===== config.mk =====
export PLATFORM = sky130hd
export DESIGN_NAME = message_frame_segmenter
export DESIGN_NICKNAME = d
export VERILOG_FILES = /design/src/design/fseg_pkg.sv /design/src/design/fseg_pcell.sv /design/src/design/fseg_wcell.sv /design/src/design/message_frame_segmenter.sv
export SDC_FILE = /design/constraint.sdc
export NUM_CORES = 1
export LEC_CHECK = 0
export BUFFER_PORTS_ARGS = -buffer_cell sky130_fd_sc_hd__buf_2
export CORE_ASPECT_RATIO = 0.75
export CORE_MARGIN = 5
export CORE_UTILIZATION = 36
export CTS_BUF_LIST = sky130_fd_sc_hd__clkbuf_8 sky130_fd_sc_hd__clkbuf_16
export DETAILED_ROUTE_END_ITERATION = 12
export GPL_ROUTABILITY_DRIVEN = 1
export GPL_TIMING_DRIVEN = 1
export PLACE_DENSITY = 0.48
export SLEW_MARGIN = 20
export SYNTH_ARGS = -nofsm -noshare
export SYNTH_HDL_FRONTEND = slang
export SYNTH_SLANG_ARGS = --single-unit

===== constraint.sdc =====
create_clock -name clk -period 7.5 [get_ports clk]
set_input_delay 0.375 -clock clk [delete_from_list [all_inputs] [get_ports clk]]
set_output_delay 0.375 -clock clk [all_outputs]
set_load 0.005 [all_outputs]

===== src/design/fseg_pkg.sv =====
`timescale 1ns / 1ps
// Shared constants, types and control structs of the message frame segmenter.
// Used by fseg_pcell, fseg_wcell and message_frame_segmenter; depends on nothing.
package fseg_pkg;

	localparam int FRAME_WORDS = 8;
	localparam int FRAME_BYTES = FRAME_WORDS * 4;
	localparam int PAYLOAD_MAX = 31;
	localparam int CNT_W = 5;
	localparam int OCNT_W = $clog2(FRAME_WORDS + 1);

	localparam int FIRST_BIT = 7;
	localparam int LAST_BIT = 6;

	typedef logic [7:0] byte_t;
	typedef logic [31:0] word_t;
	typedef logic [CNT_W-1:0] cnt_t;
	typedef logic [OCNT_W-1:0] ocnt_t;

	typedef struct packed {
		logic take;
		logic clear;
	} pcell_ctl_t;

	typedef struct packed {
		logic load;
		logic shift;
	} wcell_ctl_t;

endpackage


===== src/design/fseg_pcell.sv =====
`timescale 1ns / 1ps
// One payload cell: holds a byte and a full flag, and takes the offered byte when
// its lower neighbor is full and it is still empty. Depends on fseg_pkg.
module fseg_pcell (
	input  logic               clk,
	input  logic               arst_n,
	input  fseg_pkg::pcell_ctl_t ctl,
	input  fseg_pkg::byte_t    din,
	input  logic               prev_full,
	output logic               full,
	output fseg_pkg::byte_t    dout
);

	logic            full_q;
	fseg_pkg::byte_t byte_q;

	always_ff @(posedge clk or negedge arst_n) begin
		if (!arst_n) begin
			full_q <= 1'b0;
		end else if (ctl.clear) begin
			full_q <= 1'b0;
		end else if (ctl.take && prev_full && !full_q) begin
			full_q <= 1'b1;
		end
	end

	always_ff @(posedge clk) begin
		if (ctl.take && prev_full && !full_q) begin
			byte_q <= din;
		end
	end

	assign full = full_q;
	assign dout = full_q ? byte_q : 8'h00;

endmodule


===== src/design/fseg_wcell.sv =====
`timescale 1ns / 1ps
// One output word cell: loads a frame word in parallel and shifts the word of its
// upper neighbor in on every sent beat. Depends on fseg_pkg.
module fseg_wcell (
	input  logic                 clk,
	input  fseg_pkg::wcell_ctl_t ctl,
	input  fseg_pkg::word_t      load_word,
	input  fseg_pkg::word_t      next_word,
	output fseg_pkg::word_t      word
);

	fseg_pkg::word_t word_q;

	always_ff @(posedge clk) begin
		if (ctl.load) begin
			word_q <= load_word;
		end else if (ctl.shift) begin
			word_q <= next_word;
		end
	end

	assign word = word_q;

endmodule


===== src/design/message_frame_segmenter.sv =====
`timescale 1ns / 1ps
// Top level of the message frame segmenter.
// Depends on fseg_pkg, fseg_pcell and fseg_wcell.
//
// The slave channel takes one message byte per beat, tlast marking the final byte.
// Bytes fill a row of 31 payload cells. When the 31st byte or a final byte is
// taken, the frame is closed: the slave side stalls while the header and payload
// are copied into a row of eight word cells, then takes bytes again. The master
// channel sends the frame as eight little-endian words, header in bits 7..0 of
// the first word, tlast on the eighth; payload bytes past the count are zero.
// The first word is offered the cycle after the copy. Sustained rate is one byte
// per cycle apart from the stall at each frame close, as long as the eight words
// drain before the next frame closes. If the receiver stalls, the word row holds,
// a closed frame waits in the payload cells and the slave side stalls until the
// word row is free. Reset empties the payload row, leaves the word row with
// nothing to send and marks the next frame as the first of a message.
module message_frame_segmenter (
	input  logic        clk,
	input  logic        arst_n,
	input  logic        s_tvalid,
	output logic        s_tready,
	input  logic [7:0]  s_tdata,   // [7:0] data_byte
	input  logic        s_tlast,   // final_byte
	output logic        m_tvalid,
	input  logic        m_tready,
	output logic [31:0] m_tdata,   // [31:0] frame_word
	output logic        m_tlast    // frame_done
);

	logic                 s_acc;
	logic                 m_acc;
	logic                 closing;
	logic                 load;
	logic                 out_free;
	fseg_pkg::cnt_t       fill_cnt_q;
	logic                 first_q;
	logic                 pend_q;
	fseg_pkg::byte_t      hdr_q;
	fseg_pkg::ocnt_t      ocnt_q;
	fseg_pkg::pcell_ctl_t pctl;
	fseg_pkg::wcell_ctl_t wctl;
	logic [5:0]           cnt_next;

	logic [fseg_pkg::PAYLOAD_MAX:0]  full_chain;
	fseg_pkg::byte_t                 pbyte [fseg_pkg::PAYLOAD_MAX];
	fseg_pkg::byte_t                 fbyte [fseg_pkg::FRAME_BYTES];
	fseg_pkg::word_t                 lword [fseg_pkg::FRAME_WORDS];
	fseg_pkg::word_t                 wword [fseg_pkg::FRAME_WORDS+1];

	assign s_tready = !pend_q;
	assign s_acc    = s_tvalid && s_tready;
	assign m_acc    = m_tvalid && m_tready;
	assign closing  = s_acc && (s_tlast || fill_cnt_q == fseg_pkg::cnt_t'(fseg_pkg::PAYLOAD_MAX - 1));
	assign out_free = (ocnt_q == '0) || (ocnt_q == fseg_pkg::ocnt_t'(1) && m_acc);
	assign load     = pend_q && out_free;
	assign cnt_next = {1'b0, fill_cnt_q} + 6'd1;

	always_ff @(posedge clk or negedge arst_n) begin
		if (!arst_n) begin
			fill_cnt_q <= '0;
			first_q    <= 1'b1;
			pend_q     <= 1'b0;
			ocnt_q     <= '0;
		end else begin
			if (load) begin
				fill_cnt_q <= '0;
			end else if (s_acc) begin
				fill_cnt_q <= cnt_next[fseg_pkg::CNT_W-1:0];
			end
			if (closing) begin
				first_q <= s_tlast;
				pend_q  <= 1'b1;
			end else if (load) begin
				pend_q  <= 1'b0;
			end
			if (load) begin
				ocnt_q <= fseg_pkg::ocnt_t'(fseg_pkg::FRAME_WORDS);
			end else if (m_acc) begin
				ocnt_q <= ocnt_q - fseg_pkg::ocnt_t'(1);
			end
		end
	end

	always_ff @(posedge clk) begin
		if (closing) begin
			hdr_q <= {first_q, s_tlast, cnt_next};
		end
	end

	assign pctl.take  = s_acc;
	assign pctl.clear = load;
	assign full_chain[0] = 1'b1;

	for (genvar i = 0; i < fseg_pkg::PAYLOAD_MAX; i++) begin : g_pcell
		fseg_pcell u_pcell (
			.clk       (clk),
			.arst_n    (arst_n),
			.ctl       (pctl),
			.din       (s_tdata),
			.prev_full (full_chain[i]),
			.full      (full_chain[i+1]),
			.dout      (pbyte[i])
		);
	end

	always_comb begin
		fbyte[0] = hdr_q;
		for (int k = 1; k < fseg_pkg::FRAME_BYTES; k++) begin
			if (k <= fseg_pkg::PAYLOAD_MAX) begin
				fbyte[k] = pbyte[k-1];
			end else begin
				fbyte[k] = 8'h00;
			end
		end
		for (int w = 0; w < fseg_pkg::FRAME_WORDS; w++) begin
			lword[w] = {fbyte[4*w+3], fbyte[4*w+2], fbyte[4*w+1], fbyte[4*w]};
		end
	end

	assign wctl.load  = load;
	assign wctl.shift = m_acc;
	assign wword[fseg_pkg::FRAME_WORDS] = '0;

	for (genvar w = 0; w < fseg_pkg::FRAME_WORDS; w++) begin : g_wcell
		fseg_wcell u_wcell (
			.clk       (clk),
			.ctl       (wctl),
			.load_word (lword[w]),
			.next_word (wword[w+1]),
			.word      (wword[w])
		);
	end

	assign m_tvalid = ocnt_q != '0;
	assign m_tlast  = ocnt_q == fseg_pkg::ocnt_t'(1);
	assign m_tdata  = wword[0];

endmodule

* Yosys cells after proc, flatten, opt, wreduce, memory -nomap -nowiden
Cells that the tools add are included.
** Word-level totals
- Bits of input ports :: 13
- Output and inout bits :: 35
- Flip-flop bits (word level) :: 554
- Logic and storage cells :: 330
** Operators by class
- Equality and inequality tests :: 2
- Reductions and logical operators :: 136
- $add $sub $neg :: 2
- Mux-type cells :: 115
** Operator list (number)
- $mux W32 :: 16
- $mux W8 :: 31
- $reduce_bool A2 Y1 :: 34
- $logic_and A1 B1 Y1 :: 66
- $mux W1 :: 64
- $logic_not A1 Y1 :: 32
- $mux W5 :: 2
- $mux W4 :: 2
- $add A5 B1 Y6 const B :: 1
- $eq A5 B5 Y1 const B :: 1
- $eq A4 B1 Y1 const B :: 1
- $logic_not A4 Y1 :: 1
- $reduce_bool A4 Y1 :: 1
- $sub A4 B1 Y4 const B :: 1
- $logic_or A1 B1 Y1 :: 2

* Depth between registers and ports, before layout
Gate-level depths: netlist of the first run.
- Depth after elaboration :: 7
- Mapped depth :: 8
- Gate-level depth less buffers :: 5

* By module
From an unflattened synthesis of the first run, not the netlist that was laid out.
** Second synthesis, totals
- Cell total of the unflattened synthesis :: 1292
- Area total of the unflattened synthesis :: 23289.8 sq um
** By module, submodules not included
- fseg_wcell :: instances 8, area each 1507.7 sq um, seq. area each 960.9 sq um, cells each 69
- fseg_pcell :: instances 31, area each 331.6 sq um, seq. area each 265.3 sq um, cells each 21
- message_frame_segmenter :: instances 1, area each 949.7 sq um, seq. area each 516.7 sq um, cells each 89

* Worst setup path after synthesis of the first run
No wires, ideal clock.
- Path kind :: reg2reg
- From :: register ocnt_q[0]
- To :: register g_wcell[0].u_wcell.word_q[0], enable pin
- Library setup time :: 0.513 ns
- Arrival :: 4.199 ns
- Slack :: 2.788 ns
- Buffers on the path :: 0
- Cell stages (with the launch flop) :: 5
- Data required time :: 6.987 ns
- Cells stage by stage :: dfrtp_1 -> inv_1 -> ha_1 -> nor3b_1 -> mux2_2
** On the way
- Word-level cells in the longest chain between the ends :: 6
** Ends and longest elaborated chain
- start, declared :: line message_frame_segmenter.sv:39 : fseg_pkg::ocnt_t ocnt_q;
- start signal, assigned :: line message_frame_segmenter.sv:77 : ocnt_q <= fseg_pkg::ocnt_t'(fseg_pkg::FRAME_WORDS);
- start signal, assigned :: line message_frame_segmenter.sv:79 : ocnt_q <= ocnt_q - fseg_pkg::ocnt_t'(1);
- $reduce_bool A4 Y1 :: line message_frame_segmenter.sv:134 : assign m_tvalid = ocnt_q != '0;
- $logic_and A1 B1 Y1 :: line message_frame_segmenter.sv:52 : assign m_acc = m_tvalid && m_tready;
- $logic_and A1 B1 Y1 :: line message_frame_segmenter.sv:54 : assign out_free = (ocnt_q == '0) || (ocnt_q == fseg_pkg::ocnt_t'(1) && m_acc);
- $logic_or A1 B1 Y1 :: line message_frame_segmenter.sv:54
- $logic_and A1 B1 Y1 :: line message_frame_segmenter.sv:55 : assign load = pend_q && out_free;
- $reduce_bool A2 Y1 (no line) *
- end signal, assigned :: line fseg_wcell.sv:16 : word_q <= load_word;
- end signal, assigned :: line fseg_wcell.sv:18 : word_q <= next_word;
- end, declared :: line fseg_wcell.sv:12 : fseg_pkg::word_t word_q;
Every way passes the cells marked *; elsewhere a longest branch is shown, timed or not.
A chain may end at the register's enable or synchronous reset.

* Worst setup path in the final report of the first run
- From :: register ocnt_q[0]
- To :: register g_wcell[6].u_wcell.word_q[18], data pin
** On the way
- Word-level cells in the longest chain between the ends :: 6
** Ends and longest elaborated chain
- $reduce_bool A4 Y1 :: line message_frame_segmenter.sv:134
- $logic_and A1 B1 Y1 :: line message_frame_segmenter.sv:52
- $logic_and A1 B1 Y1 :: line message_frame_segmenter.sv:54
- $logic_or A1 B1 Y1 * :: line message_frame_segmenter.sv:54
- $logic_and A1 B1 Y1 * :: line message_frame_segmenter.sv:55
- $mux W32 * :: line fseg_wcell.sv:15 : if (ctl.load) begin
- end signal, assigned :: line fseg_wcell.sv:16
- end signal, assigned :: line fseg_wcell.sv:18
- end, declared :: line fseg_wcell.sv:12
Marks and branches as above.

==> results of run 1 <==
[logic make-up (layout without fill, tap and decap cells)]
group / after synthesis / count (layout) / share of synthesized area (%)
simple gates: 364 / 364 / 6.801
mux: 226 / 226 / 10.40
flops: 554 / 554 / 75.16
compound gates: 50 / 50 / 1.219
xor+xnor: 4 / 4 / 0.1603
buf+inv: 295 / 382 / 5.976
fa+ha+maj: 5 / 5 / 0.2862
other cells: 0 / 2 / 0
[per-stage QoR]
step	total power [mW]	utilization (%)	worst slack, ns	cell area [um^2]	hold slack [ns]
5_1_grt	9.902	40.81	3.998	24610	0.1571
3_5_place_dp	6.683	37.70	4.263	22740	0.4993
4_1_cts	9.468	40.76	4.221	24580	0.1154
6_report	9.323	40.82	4.230	24620	0.1511
3_3_place_gp	6.638	37.70	4.371	22740	0.4868
2_1_floorplan	6.194	-	2.788	21860	0.07941
[layout by cell type (no fill, tap or decap), drive strengths merged]
cell         netlist  final
nor3               1      1
inv              224    232
or3                2      2
o21bai             1      1
nor3b              1      1
nor2              64     64
o22ai              2      2
and2               1      1
dfstp              1      1
dlygate4sd3        0      2
or2                1      1
nand2b             2      2
dfrtp             41     41
bufinv             0      7
nand4              1      1
o31ai              1      1
a21o               2      2
diode              0      2
clkinv             0     22
nand2            252    252
mux2i            217    217
edfxtp           512    512
and3              33     33
nand3              3      3
xor2               2      2
o221ai             1      1
nor2b              1      1
o21ai              6      6
mux2               9      9
clkbuf            37     61
nor4               1      1
ha                 5      5
buf               34     56
nand3b             1      1
a21oi             37     37
xnor2              2      2
clkinvlp           0      2
[critical path, delay by kind of cell, from the launching register on]
family | cells | cell delay (ns)
mux | 1 | 0.20
flops | 1 | 0.41
fa+ha+maj | 1 | 0.24
compound gates | 1 | 0.16
buf+inv | 3 | 1.08
simple gates | 1 | 0.73
[synth_stat cells]
library cell  count
a21o_1            2
a21oi_1          37
and2_1            1
and3_1           33
buf_2             9
buf_6            25
clkbuf_1         37
dfrtp_1          41
dfstp_2           1
edfxtp_1        512
ha_1              5
inv_1           224
mux2_2            9
mux2i_1         217
nand2_1         252
nand2b_1          2
nand3_1           3
nand3b_1          1
nand4_1           1
nor2_1           63
nor2_2            1
nor2b_1           1
nor3_1            1
nor3b_1           1
nor4_1            1
o21ai_0           5
o21ai_1           1
o21bai_1          1
o221ai_1          1
o22ai_1           2
o31ai_1           1
or2_2             1
or3_1             2
xnor2_1           2
xor2_1            2
[final cells by class]
| class | instances | area [um^2] |
|---|---|---|
| Timing Repair Buffer | 58 | 367.9 |
| Multi-Input combinational cell | 649 | 4151 |
| Antenna cell | 2 | 5.005 |
| Inverter | 224 | 840.8 |
| Clock inverter | 39 | 365.4 |
| Clock buffer | 61 | 1459 |
| Sequential cell | 554 | 16430 |
| Tap cell | 800 | 1001 |
| Fill cell | 5570 | 35700 |
[flip-flops by register name, summed over array words and instances (netlist names)]
name	count
g_wcell.u_wcell.word	256
g_pcell.u_pcell.byte_q	248
g_pcell.u_pcell.full	31
hdr_q	8
fill_cnt_q	5
ocnt_q	4
first_q	1
pend_q	1
[metal layers]
metal / part of all wire [%] / vias up / wire (um)
li1: - / 5227 / -
met1: 55 / 4709 / 21010
met2: 39 / 145 / 15110
met3: 4.1 / 63 / 1593
met4: 1.8 / 0 / 690
met5: 0 / - / 0
[power by group through the flow]
| stage | Clock, mW | Sequential, mW | Combinational, mW |
|---|---|---|---|
| 6_report | 2.76 | 4.85 | 1.71 |
| 5_1_grt | 2.98 | 4.95 | 1.97 |
| 4_1_cts | 2.84 | 4.87 | 1.76 |
| 3_5_place_dp | 0 | 4.93 | 1.75 |
| 3_3_place_gp | 0 | 4.92 | 1.72 |
| 2_1_floorplan | 0 | 4.76 | 1.43 |
[final timing paths]
kind                                                    endpoint  slack (ns)  cells past startpoint
max                        g_wcell[6].u_wcell.word[18]$_DFFE_PP_        4.23                      7
min                                        ocnt_q[2]$_DFFE_PN0P_        0.15                      4
max reg2reg                g_wcell[6].u_wcell.word[18]$_DFFE_PP_        4.23                      7
min reg2reg                                  first_q$_DFFE_PN1P_        0.51                      2
max in group asynchronous    g_pcell[2].u_pcell.full$_DFFE_PN0P_        6.49                      3
min in group asynchronous   g_pcell[27].u_pcell.full$_DFFE_PN0P_        0.50                      3
==> impl_metrics.toml, run 1 <==
[pwr]
p_clk_share_pct = 29.6
switchingPower_mw = 2.560
peakVddDrop_v = 0.0001777
pwr-share-comb_pct = 18.4
power_leakage_nw = 9.132
internal_power_mw = 6.762
p_per_area_nw_per_um2 = 378.7
p_seq_share_pct = 52.0
swShare_pct = 27.46

[floorplan]
ios = 48
die_w_um = 294.5
fp.dieH_um = 223.4
rows = 78
start_util_pct = 36.24
dieArea_um2 = 65790
design.core.area_um2 = 60310

[logic_synthesis]
syn_area_um2 = 21860
synth_area_leader_cell = "edfxtp_1"
yosysSeqAreaShare_pct = 75.16
avgSynthCellArea_um2 = 14.59
yosys_warnings = 0
synthCells = 1498
synth_top_area_share_pct = 70.34
ys_types = 35
yosys-top-cells-area = "edfxtp_1, mux2i_1, dfrtp_1"
ys_ff_latch = 554
syn-num-nets = 1516

[clock_network]
cts.sink_count = 554
post-cts-setup-buffers = 0
path_clk_slew_ns = 0.06
insertion_delay_ns = 0.58
cts_tree = "built"
clock-root-buffer = "clkbuf_16"
cts.path.max_buffers = 3
htree_levels = 2
cts_buffers = 53
post_cts_resize_count = 0
hold_buffers = 2

[detailed_routing]
vias_per_cell = 4.250
drc = 0
first_pass_iters = 4
wl_per_cell_um = 16.09
routed_wl_um = 38410
vias = 10140
ant_nets = 0
dr.first_iter.drc_count = 551

[sta]
setup_viol = 0
tightest_slew_ns = 1.097
hold_viol = 0
skew_ns = 0.01560
finalCritPeriodShare_pct = 43.60
slew_headroom_pct = 26.85
finalSetupTns_ns = 0
min_period_ns = 3.270
slew_viol_final = 0
fmax_mhz = 305.8
rsz0062_at_grt = "no"

[worst_setup_path]
setup.worst_path.class = "register to register"
crit_chain = "inv_1 -> ha_1 -> a21o_1 -> and3_4 -> buf_12 -> buf_16 -> mux2i_1"
r2r_start = "ocnt_q[0]$_DFFE_PN0P_"
cpPeakStageDelay_ns = 0.73
cp-start-kind = "register"
critical_path_arrival_ns = 3.56
cp.required_ns = 7.79
crit_path_start = "ocnt_q[0]$_DFFE_PN0P_"
slowest_stage = "and3_4"
endpoint_kind = "register"
cp_max_fo = 122

[min_path]
min-delay-path-class = "primary input to register"
hp-start = "m_tready"

[finish]
drive_above_1_share_pct = 9.842
final_nets = 1558
area_growth_pct = 12.63
stdcell_count = 2387

[place]
dp_hpwl_um = 20050
dp_cells = 2282
gp_congestion = 0.6677
io_buffers = 47

[status]
status = "finished clean"

[global_route]
met1_usage_pct = 19.17
first_global_vias = 10040
antenna_found_initial = 0
top_usage_layer = "met1"
grt_use_met3_pct = 2.249
use_met2_pct = 15.91
grt_pass1_wl_um = 60470
grt_max_degree = 179
grt.total_usage_pct = 11.71
gr-total-overflow = 0

[flow_run]
max_cap_viol_count = 0
Note: power is estimated with default switching activity, not from simulation.
==> inputs of run 2 (changes only) <==
- PLACE_DENSITY: 0.48 -> 0.5
- clock period: 7.5 -> 3 ns (I/O delays scaled with it)
==> run 2 against run 1 <==
  * Maximum frequency grew 33%
  * Global-route usage grew 0.25 points
  * Hold slack lost 0.020 ns
  * Clock-buffer cell count shrank 2
  * Clock power grew 140%
  * Critical endpoint is now g_wcell[1].u_wcell.word[17]$_DFFE_PP_
==> impl_metrics.toml, run 2 (same netlist as run 1, synthesis figures left out) <==
[worst_setup_path]
setup.worst_path.class = "register to register"
cp_max_fo = 57
cp.required_ns = 3.28
worstReg2RegEnd = "g_wcell[1].u_wcell.word[17]$_DFFE_PP_"
crit_path_start = "ocnt_q[0]$_DFFE_PN0P_"
cp-start-kind = "register"
rr_worst_depth = 5
critical_path_arrival_ns = 2.74
r2r_start = "ocnt_q[0]$_DFFE_PN0P_"
crit_end = "g_wcell[1].u_wcell.word[17]$_DFFE_PP_"
endpoint_kind = "register"
r2r_slack_ns = 0.55

[sta]
hold_viol = 0
skew_ns = 0.01643
fmax_mhz = 407.4
tightest_slew_ns = 1.101
rsz0062_at_grt = "no"
slew_headroom_pct = 26.59
min_period_ns = 2.455
finalCritPeriodShare_pct = 81.82
slew_viol_final = 0
finalSetupTns_ns = 0
post-route-worst-setup-slack_ns = 0.5454
setup_viol = 0

[detailed_routing]
ant_nets = 0
vias = 10260
wl_per_cell_um = 16.14
vias_per_cell = 4.273
drc = 0
first_pass_iters = 7
routed_wl_um = 38760
dr.first_iter.drc_count = 618

[floorplan]
die_w_um = 294.5
fp.dieH_um = 223.4
start_util_pct = 36.24
dieArea_um2 = 65790
ios = 48
design.core.area_um2 = 60310
rows = 78

[clock_network]
cts_buffers = 54
insertion_delay_ns = 0.60
post-cts-setup-buffers = 0
cts.path.max_buffers = 3
htree_levels = 2
cts.sink_count = 554
cts_tree = "built"
clock-root-buffer = "clkbuf_16"
path_clk_slew_ns = 0.06

[place]
place_ws_ns = 0.5463
gp_congestion = 0.6979
io_buffers = 47
dp_hpwl_um = 21940

[finish]
drive_above_1_share_pct = 9.875
area_growth_pct = 13.10
final_common_cell = "edfxtp_1"
layout_common_cells = "edfxtp_1, nand2_1, inv_1"
largest_reg_flops = 256
final_nets = 1573

[min_path]
whs_path_depth = 1
min-delay-path-class = "primary input to register"

[global_route]
first_global_vias = 10340
antenna_found_initial = 0
grt.total_usage_pct = 11.96
grt_max_degree = 95
grt_pass1_wl_um = 61870
gr-total-overflow = 0

[pwr]
p_per_area_nw_per_um2 = 935.8
peakVddDrop_v = 0.0004544
power_leakage_nw = 9.213

[status]
status = "finished clean"

[flow_run]
max_cap_viol_count = 0
==> run 2: through the flow <==
| stage | instances | power (mW) | utilization [%] | cell area, um^2 | hold WS (ns) |
|---|---|---|---|---|---|
| 5_1_grt | 2400 | 24.60 | 40.98 | 24720 | 0.1229 |
| 6_report | 2401 | 23.13 | 40.99 | 24720 | 0.1306 |
| 3_3_place_gp | 2294 | 16.75 | 38.02 | 22930 | 0.2609 |
| 3_5_place_dp | 2294 | 16.87 | 38.02 | 22930 | 0.2776 |
| 4_1_cts | 2400 | 23.52 | 40.98 | 24720 | 0.1626 |
| 2_1_floorplan | 1498 | 15.41 | - | 21870 | -0.1456 |
==> run 2: final cells by class <==
class	count	area, um^2
clock inverter	42	302.8
sequential	554	16430
tap	800	1001
multi-input combinational	649	4151
timing repair buffer	72	563.0
antenna	1	2.502
inverter	224	840.8
clock buffer	59	1431
fill	5581	35590
==> run 2: worst min-delay path by stage <==
| stage | start | endpoint | slack [ns] |
|---|---|---|---|
| floorplan | arst_n | fill_cnt_q[0]$_DFFE_PN0P_ | -0.15 |
| global placement | arst_n | g_pcell[28].u_pcell.full$_DFFE_PN0P_ | 0.26 |
| detailed placement | arst_n | g_pcell[27].u_pcell.full$_DFFE_PN0P_ | 0.28 |
| CTS | arst_n | g_pcell[27].u_pcell.full$_DFFE_PN0P_ | 0.16 |
| global route | s_tdata[5] | g_pcell[7].u_pcell.byte_q[5]$_DFFE_PP_ | 0.12 |
| finish | s_tdata[5] | g_pcell[11].u_pcell.byte_q[5]$_DFFE_PP_ | 0.13 |
==> run 2: worst max-delay path, stage by stage (launching register included) <==
cell	delay (ns)
dfrtp_1	0.40
inv_1	0.12
ha_1	0.25
nor3b_1	0.40
mux2_8	0.61
buf_12	0.31
==> run 2: power by group <==
part,total (mW),switching [mW],internal (mW)
clock network,6.58,2.82,3.77
registers,12.1,0.962,11.2
logic,4.44,2.65,1.78
==> run 2: what timing repair did <==
action | CTS | global route
hold buffers | 5 | 0
resized for setup | 0 | 0
setup endpoints to repair | 0 | 0
endpoints found under the hold margin | 38 | 0
==> run 2: layer usage <==
metal	vias up	wire length (um)	track usage, %
met1	4794	20790	19.30
met3	61	1758	2.389
met2	161	15470	16.41
met5	-	0	0
met4	0	738	2.963
li1	5243	-	-
